File: config.mk
export PLATFORM = sky130hd
export DESIGN_NAME = annexb_nal_frame_scanner
export DESIGN_NICKNAME = d
export VERILOG_FILES = /design/src/design/anfs_pkg.sv /design/src/design/anfs_front.sv /design/src/design/anfs_queue.sv /design/src/design/anfs_back.sv /design/src/design/annexb_nal_frame_scanner.sv
export SDC_FILE = /design/constraint.sdc
export NUM_CORES = 1
export LEC_CHECK = 0
export ABC_AREA = 1
export CORE_UTILIZATION = 55
export DETAILED_ROUTE_END_ITERATION = 8
export DONT_BUFFER_PORTS = 1
export PLACE_DENSITY_LB_ADDON = 0.2
export SYNTH_ARGS = -nofsm -noshare
export SYNTH_HDL_FRONTEND = slang
export SYNTH_SLANG_ARGS = --single-unit
File: constraint.sdc
create_clock -name i_clk -period 8.62 [get_ports i_clk]
set_clock_uncertainty 0.15 [all_clocks]
set_input_delay 0.431 -clock i_clk [delete_from_list [all_inputs] [get_ports i_clk]]
set_output_delay 0.431 -clock i_clk [all_outputs]
set_load 0.05 [all_outputs]
File: src/design/anfs_pkg.sv
// ----------------------------------------------------------------------------
// anfs_pkg
// Shared types, constants and helpers of the Annex B NAL frame scanner.
// ----------------------------------------------------------------------------
package anfs_pkg;

    localparam int POS_W       = 24;
    localparam int OUT_W       = 24;
    localparam int TYPE_W      = 5;
    localparam int BYTE_W      = 8;
    localparam int CLASS_W     = 2;
    localparam int CFG_IDX_W   = 2;
    localparam int QUEUE_DEPTH = 2;

    localparam logic [POS_W-1:0] POS_MAX = {POS_W{1'b1}};

    localparam logic [CFG_IDX_W-1:0] CFG_KEY_TYPE    = 2'd0;
    localparam logic [CFG_IDX_W-1:0] CFG_SLICE_TYPE  = 2'd1;
    localparam logic [CFG_IDX_W-1:0] CFG_FILLER_TYPE = 2'd2;

    localparam logic [TYPE_W-1:0] KEY_TYPE_RST    = 5'd5;
    localparam logic [TYPE_W-1:0] SLICE_TYPE_RST  = 5'd1;
    localparam logic [TYPE_W-1:0] FILLER_TYPE_RST = 5'd12;

    localparam logic [CLASS_W-1:0] CLASS_NONE = 2'd0;
    localparam logic [CLASS_W-1:0] CLASS_KEY  = 2'd1;
    localparam logic [CLASS_W-1:0] CLASS_PRED = 2'd2;

    // One classified byte, handed from the front end to the back end.
    typedef struct packed {
        logic [TYPE_W-1:0] nal_type;
        logic              match4;
        logic [POS_W-1:0]  start4;
        logic              match3;
        logic [POS_W-1:0]  start3;
        logic              last;
        logic [POS_W-1:0]  len;
    } t_scan_item;

    function automatic logic [OUT_W-1:0] sat_out(input logic [POS_W-1:0] v);
        logic [POS_W+OUT_W-1:0] wide;
        logic [POS_W+OUT_W-1:0] lim;
        wide = {{OUT_W{1'b0}}, v};
        lim  = {{POS_W{1'b0}}, {OUT_W{1'b1}}};
        if (wide > lim) begin
            return {OUT_W{1'b1}};
        end
        return wide[OUT_W-1:0];
    endfunction

endpackage

File: src/design/anfs_front.sv
// ----------------------------------------------------------------------------
// anfs_front
// Keeps the last four bytes and the byte position of the frame and flags
// three- and four-byte start codes for each accepted byte.
// ----------------------------------------------------------------------------
module anfs_front import anfs_pkg::*; (
    input  logic              i_clk,
    input  logic              i_rst_n,
    input  logic              i_accept,
    input  logic [BYTE_W-1:0] i_byte_value,
    input  logic              i_last_byte,
    output t_scan_item        o_item
);

    logic [BYTE_W-1:0] r_recent [4];
    logic [POS_W-1:0]  r_pos;
    logic [POS_W-1:0]  n_pos;
    logic              zero0;
    logic              zero1;
    logic              zero2;
    logic              one3;

    assign zero0 = (r_recent[0] == '0);
    assign zero1 = (r_recent[1] == '0);
    assign zero2 = (r_recent[2] == '0);
    assign one3  = (r_recent[3] == BYTE_W'(1));
    assign n_pos = (r_pos == POS_MAX) ? r_pos : r_pos + POS_W'(1);

    always_comb begin
        o_item.nal_type = i_byte_value[TYPE_W-1:0];
        o_item.match4   = (r_pos >= POS_W'(4)) && zero0 && zero1 && zero2 && one3;
        o_item.start4   = r_pos - POS_W'(4);
        o_item.match3   = (r_pos >= POS_W'(3)) && zero1 && zero2 && one3;
        o_item.start3   = r_pos - POS_W'(3);
        o_item.last     = i_last_byte;
        o_item.len      = n_pos;
    end

    always_ff @(posedge i_clk) begin
        if (!i_rst_n) begin
            for (int k = 0; k < 4; k++) begin
                r_recent[k] <= '0;
            end
            r_pos <= '0;
        end else if (i_accept) begin
            if (i_last_byte) begin
                for (int k = 0; k < 4; k++) begin
                    r_recent[k] <= '0;
                end
                r_pos <= '0;
            end else begin
                r_recent[0] <= r_recent[1];
                r_recent[1] <= r_recent[2];
                r_recent[2] <= r_recent[3];
                r_recent[3] <= i_byte_value;
                r_pos       <= n_pos;
            end
        end
    end

endmodule

File: src/design/anfs_queue.sv
// ----------------------------------------------------------------------------
// anfs_queue
// Short FIFO of classified bytes between the front end and the back end.
// ----------------------------------------------------------------------------
module anfs_queue import anfs_pkg::*; (
    input  logic       i_clk,
    input  logic       i_rst_n,
    input  logic       i_push,
    input  t_scan_item i_item,
    output logic       o_full,
    output logic       o_valid,
    output t_scan_item o_item,
    input  logic       i_pop
);

    localparam int PTR_W = (QUEUE_DEPTH > 1) ? $clog2(QUEUE_DEPTH) : 1;
    localparam int CNT_W = $clog2(QUEUE_DEPTH + 1);

    t_scan_item       r_mem [QUEUE_DEPTH];
    logic [PTR_W-1:0] r_wr_ptr;
    logic [PTR_W-1:0] r_rd_ptr;
    logic [CNT_W-1:0] r_count;

    assign o_full  = (r_count == CNT_W'(QUEUE_DEPTH));
    assign o_valid = (r_count != '0);
    assign o_item  = r_mem[r_rd_ptr];

    function automatic logic [PTR_W-1:0] ptr_inc(input logic [PTR_W-1:0] p);
        return (p == PTR_W'(QUEUE_DEPTH - 1)) ? '0 : p + PTR_W'(1);
    endfunction

    always_ff @(posedge i_clk) begin
        if (i_push) begin
            r_mem[r_wr_ptr] <= i_item;
        end
    end

    always_ff @(posedge i_clk) begin
        if (!i_rst_n) begin
            r_wr_ptr <= '0;
            r_rd_ptr <= '0;
            r_count  <= '0;
        end else begin
            if (i_push) begin
                r_wr_ptr <= ptr_inc(r_wr_ptr);
            end
            if (i_pop) begin
                r_rd_ptr <= ptr_inc(r_rd_ptr);
            end
            if (i_push && !i_pop) begin
                r_count <= r_count + CNT_W'(1);
            end else if (i_pop && !i_push) begin
                r_count <= r_count - CNT_W'(1);
            end
        end
    end

endmodule

File: src/design/anfs_back.sv
// ----------------------------------------------------------------------------
// anfs_back
// Resolves start codes against the NAL type registers, tracks key, slice and
// filler findings, and registers the per-frame result.
// ----------------------------------------------------------------------------
module anfs_back import anfs_pkg::*; (
    input  logic                 i_clk,
    input  logic                 i_rst_n,
    input  logic                 i_cfg_we,
    input  logic [CFG_IDX_W-1:0] i_cfg_idx,
    input  logic [TYPE_W-1:0]    i_cfg_data,
    input  logic                 i_valid,
    input  t_scan_item           i_item,
    output logic                 o_pop,
    output logic                 o_out_valid,
    input  logic                 i_out_stall,
    output logic [CLASS_W-1:0]   o_frame_class,
    output logic [OUT_W-1:0]     o_frame_bytes,
    output logic [OUT_W-1:0]     o_filler_bytes
);

    logic [TYPE_W-1:0]  r_key_type;
    logic [TYPE_W-1:0]  r_slice_type;
    logic [TYPE_W-1:0]  r_filler_type;
    logic               r_pend_valid;
    logic [TYPE_W-1:0]  r_pend_type;
    logic [POS_W-1:0]   r_pend_start;
    logic               r_key_seen;
    logic               r_slice_seen;
    logic               r_filler_found;
    logic [POS_W-1:0]   r_filler_start;
    logic               r_out_valid;
    logic [CLASS_W-1:0] r_frame_class;
    logic [OUT_W-1:0]   r_frame_bytes;
    logic [OUT_W-1:0]   r_filler_bytes;

    logic               n_key_seen;
    logic               n_slice_seen;
    logic               n_filler_found;
    logic [POS_W-1:0]   n_filler_start;
    logic [CLASS_W-1:0] n_frame_class;
    logic [OUT_W-1:0]   n_filler_bytes;

    assign o_pop          = i_valid && (!r_out_valid || !i_out_stall);
    assign o_out_valid    = r_out_valid;
    assign o_frame_class  = r_frame_class;
    assign o_frame_bytes  = r_frame_bytes;
    assign o_filler_bytes = r_filler_bytes;

    // The held three-byte match is older, so it is recorded before the
    // four-byte match of the current byte.
    always_comb begin
        n_key_seen     = r_key_seen;
        n_slice_seen   = r_slice_seen;
        n_filler_found = r_filler_found;
        n_filler_start = r_filler_start;
        if (r_pend_valid) begin
            if (r_pend_type == r_key_type) begin
                n_key_seen = 1'b1;
            end
            if (r_pend_type == r_slice_type) begin
                n_slice_seen = 1'b1;
            end
            if (r_pend_type == r_filler_type && !n_filler_found) begin
                n_filler_found = 1'b1;
                n_filler_start = r_pend_start;
            end
        end
        if (i_item.match4) begin
            if (i_item.nal_type == r_key_type) begin
                n_key_seen = 1'b1;
            end
            if (i_item.nal_type == r_slice_type) begin
                n_slice_seen = 1'b1;
            end
            if (i_item.nal_type == r_filler_type && !n_filler_found) begin
                n_filler_found = 1'b1;
                n_filler_start = i_item.start4;
            end
        end
        if (n_key_seen) begin
            n_frame_class = CLASS_KEY;
        end else if (n_slice_seen) begin
            n_frame_class = CLASS_PRED;
        end else begin
            n_frame_class = CLASS_NONE;
        end
        if (n_filler_found && (i_item.len > n_filler_start)) begin
            n_filler_bytes = sat_out(i_item.len - n_filler_start);
        end else begin
            n_filler_bytes = '0;
        end
    end

    always_ff @(posedge i_clk) begin
        if (!i_rst_n) begin
            r_key_type    <= KEY_TYPE_RST;
            r_slice_type  <= SLICE_TYPE_RST;
            r_filler_type <= FILLER_TYPE_RST;
        end else if (i_cfg_we) begin
            unique case (i_cfg_idx)
                CFG_KEY_TYPE:    r_key_type    <= i_cfg_data;
                CFG_SLICE_TYPE:  r_slice_type  <= i_cfg_data;
                CFG_FILLER_TYPE: r_filler_type <= i_cfg_data;
                default: begin
                end
            endcase
        end
    end

    always_ff @(posedge i_clk) begin
        if (!i_rst_n) begin
            r_pend_valid   <= 1'b0;
            r_pend_type    <= '0;
            r_pend_start   <= '0;
            r_key_seen     <= 1'b0;
            r_slice_seen   <= 1'b0;
            r_filler_found <= 1'b0;
            r_filler_start <= '0;
            r_out_valid    <= 1'b0;
        end else begin
            if (o_pop && i_item.last) begin
                r_out_valid <= 1'b1;
            end else if (r_out_valid && !i_out_stall) begin
                r_out_valid <= 1'b0;
            end
            if (o_pop) begin
                if (i_item.last) begin
                    r_pend_valid   <= 1'b0;
                    r_key_seen     <= 1'b0;
                    r_slice_seen   <= 1'b0;
                    r_filler_found <= 1'b0;
                    r_filler_start <= '0;
                end else begin
                    r_pend_valid   <= i_item.match3;
                    r_pend_type    <= i_item.nal_type;
                    r_pend_start   <= i_item.start3;
                    r_key_seen     <= n_key_seen;
                    r_slice_seen   <= n_slice_seen;
                    r_filler_found <= n_filler_found;
                    r_filler_start <= n_filler_start;
                end
            end
        end
    end

    always_ff @(posedge i_clk) begin
        if (o_pop && i_item.last) begin
            r_frame_class  <= n_frame_class;
            r_frame_bytes  <= sat_out(i_item.len);
            r_filler_bytes <= n_filler_bytes;
        end
    end

    a_class_code: assert property (@(posedge i_clk) disable iff (!i_rst_n)
        r_out_valid |-> (r_frame_class != 2'd3))
        else $error("frame class out of range");

    a_filler_le_len: assert property (@(posedge i_clk) disable iff (!i_rst_n)
        r_out_valid |-> (r_filler_bytes <= r_frame_bytes))
        else $error("filler count exceeds frame length");

    a_frame_clear: assert property (@(posedge i_clk) disable iff (!i_rst_n)
        (o_pop && i_item.last) |=>
            (!r_pend_valid && !r_key_seen && !r_slice_seen && !r_filler_found))
        else $error("frame state not cleared after last byte");

    a_pend_set: assert property (@(posedge i_clk) disable iff (!i_rst_n)
        (o_pop && !i_item.last && i_item.match3) |=> r_pend_valid)
        else $error("three-byte match not held");

endmodule

File: src/design/annexb_nal_frame_scanner.sv
// ----------------------------------------------------------------------------
// annexb_nal_frame_scanner
// Scans the bytes of one Annex B coded frame for start codes and reports the
// frame class, the frame length and the filler byte count at its last byte.
// ----------------------------------------------------------------------------
// Throughput: one byte per clock; only a report held under output stall
// stops the back end, and the input stalls once the two-entry queue fills.
// The last byte of a frame is written into the queue when it is accepted; the
// report is registered when the back end pops that byte from the queue.
// Reset (synchronous, active low) clears the frame state and the queue and
// loads the NAL type registers with 5, 1 and 12.
module annexb_nal_frame_scanner import anfs_pkg::*; (
    input  logic                 i_clk,
    input  logic                 i_rst_n,
    input  logic                 i_cfg_we,
    input  logic [CFG_IDX_W-1:0] i_cfg_idx,
    input  logic [TYPE_W-1:0]    i_cfg_data,
    input  logic                 i_in_valid,
    output logic                 o_in_stall,
    input  logic [BYTE_W-1:0]    i_byte_value,
    input  logic                 i_last_byte,
    output logic                 o_out_valid,
    input  logic                 i_out_stall,
    output logic [CLASS_W-1:0]   o_frame_class,
    output logic [OUT_W-1:0]     o_frame_bytes,
    output logic [OUT_W-1:0]     o_filler_bytes
);

    logic       q_full;
    logic       q_valid;
    logic       q_pop;
    logic       in_accept;
    t_scan_item front_item;
    t_scan_item q_item;

    assign o_in_stall = q_full;
    assign in_accept  = i_in_valid && !q_full;

    anfs_front u_front (
        .i_clk        (i_clk),
        .i_rst_n      (i_rst_n),
        .i_accept     (in_accept),
        .i_byte_value (i_byte_value),
        .i_last_byte  (i_last_byte),
        .o_item       (front_item)
    );

    anfs_queue u_queue (
        .i_clk   (i_clk),
        .i_rst_n (i_rst_n),
        .i_push  (in_accept),
        .i_item  (front_item),
        .o_full  (q_full),
        .o_valid (q_valid),
        .o_item  (q_item),
        .i_pop   (q_pop)
    );

    anfs_back u_back (
        .i_clk          (i_clk),
        .i_rst_n        (i_rst_n),
        .i_cfg_we       (i_cfg_we),
        .i_cfg_idx      (i_cfg_idx),
        .i_cfg_data     (i_cfg_data),
        .i_valid        (q_valid),
        .i_item         (q_item),
        .o_pop          (q_pop),
        .o_out_valid    (o_out_valid),
        .i_out_stall    (i_out_stall),
        .o_frame_class  (o_frame_class),
        .o_frame_bytes  (o_frame_bytes),
        .o_filler_bytes (o_filler_bytes)
    );

endmodule
# Word-level counts from Yosys, hierarchy flattened

Memories as Yosys holds them, arrays and structs flattened. A register that Yosys moved wholly into a read port is not among the register bits.
Index checks and enable logic that the tools add are counted.
Widths: inputs -> output; s select.

Register bits: 151
RAM bits: 192
Input bits: 21
Output and inout port bits: 52
Word-level logic and storage cells: 137
Memories kept: 2

$add $sub $neg: 8
$lt $le $gt $ge: 3
Equality and inequality tests: 11
Multiplexer cells: 51
Bitwise logic cells: 9
Reduce and logical (&&, ||, !) cells: 35

Memory list:

| memory           | words | bits a word | rd ports | clocked after memory_dff | write ports | RTL line         | source |
|---|---|---|---|---|---|---|---|
| u_queue.r_mem    | 2     | 80          | 1        | 1                        | 1           | anfs_queue.sv:19 | `t_scan_item r_mem [QUEUE_DEPTH];` |
| u_front.r_recent | 4     | 8           | 4        | 0                        | 4           | anfs_front.sv:15 | `logic [BYTE_W-1:0] r_recent [4];` |

Operators by type and width:

| cell                  | number |
|---|---|
| $mux 24               | 7 |
| $mux 8                | 8 |
| $mux 1                | 33 |
| $eq 5x5->1            | 6 |
| $add 24x1->24 const B | 1 |
| $eq 24x24->1 const B  | 1 |
| $ge 24x2->1 const B   | 1 |
| $ge 24x3->1 const B   | 1 |
| $gt 24x24->1          | 1 |
| $logic_not 8->1       | 3 |
| $sub 24x2->24 const B | 1 |
| $sub 24x24->24        | 1 |
| $sub 24x3->24 const B | 1 |
| $logic_and 1x1->1     | 16 |
| $eq 8x1->1 const B    | 1 |
| $or 1x1->1            | 8 |
| $reduce_and 2->1      | 4 |
| $logic_not 1->1       | 7 |
| $mux 2                | 3 |
| $reduce_bool 2->1     | 3 |
| $eq 2x2->1 const B    | 2 |
| $add 1x1->1 const B   | 2 |
| $add 2x1->2 const B   | 1 |
| $eq 2x1->1 const B    | 1 |
| other kinds (4)       | 4 |

# Logic depth before layout (Yosys ltp)

Depth after elaboration: 10
Depth in mapped cells: 25
Gate-level depth less buffers: 23

# Cells and area by module

A second synthesis with hierarchy kept.

Cells, all modules: 1,824
Area, all modules: 17,503.0 um2

By module, submodules not included:

| module                   | times used | cells each | area an instance (um2) | sequential area each (um2) |
|---|---|---|---|---|
| anfs_back                | 1          | 939        | 6,961.7                | 2,962.8 |
| anfs_queue               | 1          | 284        | 6,404.9                | 4,904.7 |
| anfs_front               | 1          | 599        | 4,126.5                | 1,361.3 |
| annexb_nal_frame_scanner | 1          | 2          | 10.0                   | 0.0 |

# Worst setup path after synthesis

OpenSTA, ideal clock, no wires.

Path type: input to register
From: input port i_in_valid
To: memory u_queue.r_mem[1][0] (netlist bit) (enable)
Setup time: 0.521 ns
Data arrival time: 4.138 ns
Required time: 7.949 ns
Slack: 3.811 ns
Stages: 3
Buffers on the path: 1
Cell sequence: o21ai_0 clkbuf_1 nor2_1

Word-level cells in the longest chain between the ends: 3

RTL lines:

| item                         | RTL line                       | source |
|---|---|---|
| from (decl)                  | annexb_nal_frame_scanner.sv:18 | `input logic i_in_valid,` |
| $logic_and 1x1->1            | annexb_nal_frame_scanner.sv:37 | `assign in_accept = i_in_valid && !q_full;` |
| $mux 1                       | anfs_queue.sv:33               | `if (i_push) begin` |
| $mux 1 (implied by the code) | anfs_queue.sv:34               | `r_mem[r_wr_ptr] <= i_item;` |
| to (decl)                    | anfs_queue.sv:19               |  |

No other way between the ends.

==> results.toml <==
[status]
status = "finished, final reports clean"

[setup_path]
critical_path.max_fanout = 81
crit_cells = 19
r2r_setup_slack_ns = 3.37
reg2reg_to = "u_back.o_filler_bytes[8]"
endpoint = "u_back.o_filler_bytes[8]"
required_ns = 8.81
end_kind = "flop"
cpLargestDelayFamily = "simple AND/OR/NAND/NOR gates"
crit_arrival_ns = 5.44
startpoint_type = "flop"
path_cells = "buf_4 -> inv_6 -> nand2_1 -> nand2_1 -> nand2_1 -> nand3_4 -> nor2_8 -> nand2_4 -> nand2_1 -> nand2_1 -> ha_1 -> fa_1 -> o21ai_2 -> a21oi_1 -> inv_1 -> nand2_1 -> nand3_1 -> nand3_2 -> a21oi_1"
crit_buf_inv = 3
slowest_stage = "buf_4"
cpMostUsedCell = "nand2_1"
slowest_delay_ns = 0.66
worstSetupPathType = "flop to flop"
rr_worst_depth = 19

[drt]
via_per_inst = 5.63
wire_per_inst_um = 18.8
ant_nets = 0
postRouteWirelength_um = 43100
drt_iter0_markers = 1067
vias = 12900
drcViolationCount = 0
drt-pass1-iter-count = 6

[sta]
rsz0062_at_grt = "no"
slew_violations = 0
hold_viol_final = 0
max_slew_margin_pct = 24.1
finalWorstSetupSlack_ns = 3.37
min_period_over_period_pct = 61.0
min_period_ns = 5.25
max_freq_ghz = 0.190
worst_slew_pin_slew_ns = 1.14
finalSetupViolations = 0
setup_tns_ns = 0

[synthesis]
yosys.area_share.simple_pct = 23.0
ys_seq_area_share_pct = 55.1
synth_compound_area_share_pct = 8.54
synth-xor-area-share_pct = 3.97
synth_nets = 1938
synth_top_family_by_area = "simple AND/OR/NAND/NOR gates"
ys_warn_count = 0
synth.mux.area_fraction_pct = 0
ys_ff_latch = 344
ys_async_sr_fraction_pct = 0
synth_area_um2 = 16800
syn_inst = 1886
synth_edf_count = 234
synth_ff_type = "edfxtp_1"
synth_area_per_cell_um2 = 8.88
ys_types = 51
synth_fa_ha_area_share_pct = 2.36

[global_route]
grt_pass1_wl_um = 67200
grt.overflow.total = 0
grt_pass1_vias = 12000
grt_start_max_net_pins = 82
grt_usage_pct = 27.9
antenna_found_initial = 0

[clock_tree]
clk_pin_slew_ns = 0.06
htreeDepth = 2
clockBufferDepth = 3
numCtsBuffers = 37
cts_sinks = 344
clock_latency_ns = 0.52
root_buffer = "clkbuf_16"
cts_resized = 0
cts_tree = "built"

[pwr]
total_power_mw = 5.74
power.density_nw_per_um2 = 315
irDropWorstVdd_uv = 175
leakage_nw = 7.23

[worst_hold_path]
min_path_type = "primary input to flop"

[layout]
post_route_cells_drive_above_1_share_pct = 6.84
nNetsFinal = 1926
final_cells = 2291
syn2layout_area_growth_pct = 8.78
antennaDiodeCount = 0

[die]
initial_core_util_pct = 56.2
dieArea_um2 = 31200
die_width_um = 177
rows = 63
design.core.area_um2 = 29800
fp.dieH_um = 177
io_pins = 73

[placed_design]
dpl.hpwl_um = 30500
dpl.cell_count = 2207
numPortBuffers = 0
post-place-ws_ns = 3.42
place_congestion = 0.996

[flow_run]
maxCapViolCount = 0
[sequential cells by signal, indices dropped and copies added (netlist names), 2 cells and up, named ones only]
| name | flops |
|---|---|
| u_queue.r_mem | 160 |
| u_back.o_filler_bytes | 24 |
| u_back.r_filler_type | 5 |
| u_back.r_key_type | 5 |
| u_front.r_recent | 32 |
| u_queue.r_count | 2 |
| u_back.r_slice_type | 5 |
| u_back.o_frame_bytes | 24 |
| u_back.o_frame_class | 2 |
| u_back.r_pend_type | 5 |
| u_back.r_pend_start | 24 |
| u_front.r_pos | 24 |
| u_back.r_filler_start | 24 |
[synth_stat cells (all sizes together), types with 24 or more instances]
library cell | instances | area share [%]
nor3 | 31 | 1.1
nand2 | 594 | 14
buf | 48 | 1.8
nor2 | 144 | 3.5
dfxtp | 110 | 13
xor2 | 73 | 3.8
nand4 | 48 | 1.8
edfxtp | 234 | 42
a31oi | 24 | 0.90
inv | 200 | 4.5
clkbuf | 29 | 0.66
nand3 | 69 | 2.2
a21oi | 109 | 3.9
ha | 30 | 2.2
o21ai | 92 | 2.8
[layout make-up]
| type | instances | area [µm²] |
|---|---|---|
| clock buffers | 58 | 1040 |
| clock inverters | 8 | 78.8 |
| fillers | 2600 | 11600 |
| inverters | 202 | 763 |
| multi-input cells | 1263 | 6380 |
| flip-flops and latches | 344 | 9230 |
| well taps | 390 | 488 |
| repair buffers | 26 | 250 |
[worst min path at each step]
stage / startpoint / endpoint / slack (ns) / depth (start not counted)
final: i_cfg_idx[0] / u_back.r_key_type[0] / 0.02 / 2
after global routing: i_cfg_idx[0] / u_back.r_key_type[0] / 0.03 / 2
after CTS: i_cfg_idx[0] / u_back.r_key_type[0] / 0.01 / 2
after detailed placement: u_queue.r_rd_ptr / flop / 0.29 / 1
after global placement: u_queue.r_rd_ptr / flop / 0.28 / 1
after floorplan: u_queue.r_rd_ptr / flop / 0.28 / 1
[report_power, final]
| part | leakage (nW) | internal (mW) | total (mW) | switching [mW] |
|---|---|---|---|---|
| registers | 2.86 | 2.08 | 2.50 | 0.427 |
| clock network | 0.540 | 0.858 | 1.48 | 0.626 |
| logic | 3.83 | 0.478 | 1.75 | 1.27 |
[worst reg2reg max path, stage by stage (launching register included)]
cell     delay, ns
dfxtp_2       0.31
buf_4         0.66
inv_6         0.49
nand2_1       0.22
nand2_1       0.15
nand2_1       0.15
nand3_4       0.11
nor2_8        0.34
nand2_4       0.26
nand2_1       0.13
nand2_1       0.07
ha_1          0.22
fa_1          0.44
o21ai_2       0.25
a21oi_1       0.16
inv_1         0.10
nand2_1       0.05
nand3_1       0.09
nand3_2       0.41
a21oi_1       0.30
[through the flow]
step           utilization [%]  hold WS, ns  area [µm²]
4_1_cts                   61.2       0.0115       18200
3_3_place_gp              56.8        0.283       16900
2_1_floorplan                -        0.276       16800
3_5_place_dp              56.8        0.291       16900
6_report                  61.2       0.0158       18200
5_1_grt                   61.2       0.0350       18200
[cell usage in the layout, fill, tap and decap left out, types with 26 or more instances in the layout]
cell       netlist  routed
inv_1          191     190
nand3_1         66      66
nand2_1        584     584
dfxtp_1        110     109
xor2_1          73      73
a21oi_1         84      84
clkbuf_16        0      38
o21ai_0         84      83
edfxtp_1       234     234
ha_1            30      30
nand4_1         47      47
nor2_1         133     130
nor3_1          26      26
[metal layers]
| metal | up-vias | global-route usage [%] | wire length (µm) |
|---|---|---|---|
| met5 | - | 0 | 0 |
| met1 | 6119 | 40.6 | 19500 |
| li1 | 6209 | - | - |
| met3 | 61 | 3.19 | 2720 |
| met2 | 507 | 44.1 | 19800 |
| met4 | 0 | 8.12 | 1060 |
[logic make-up (layout without fill, tap and decap cells)]
| logic type | count (synthesis) | count (layout) |
|---|---|---|
| AND/OR/NAND/NOR | 907 | 907 |
| XOR/XNOR | 76 | 76 |
| adder cells (fa/ha/maj) | 31 | 31 |
| flip-flops | 344 | 344 |
| AO/OA/AOI/OAI | 249 | 249 |
| buffers and inverters | 279 | 294 |
[timing repair]
action	CTS	global route
hold buffers	18	0
setup buffers	0	0
endpoints found under the hold margin	68	0
(Power assumes the default switching activity.)
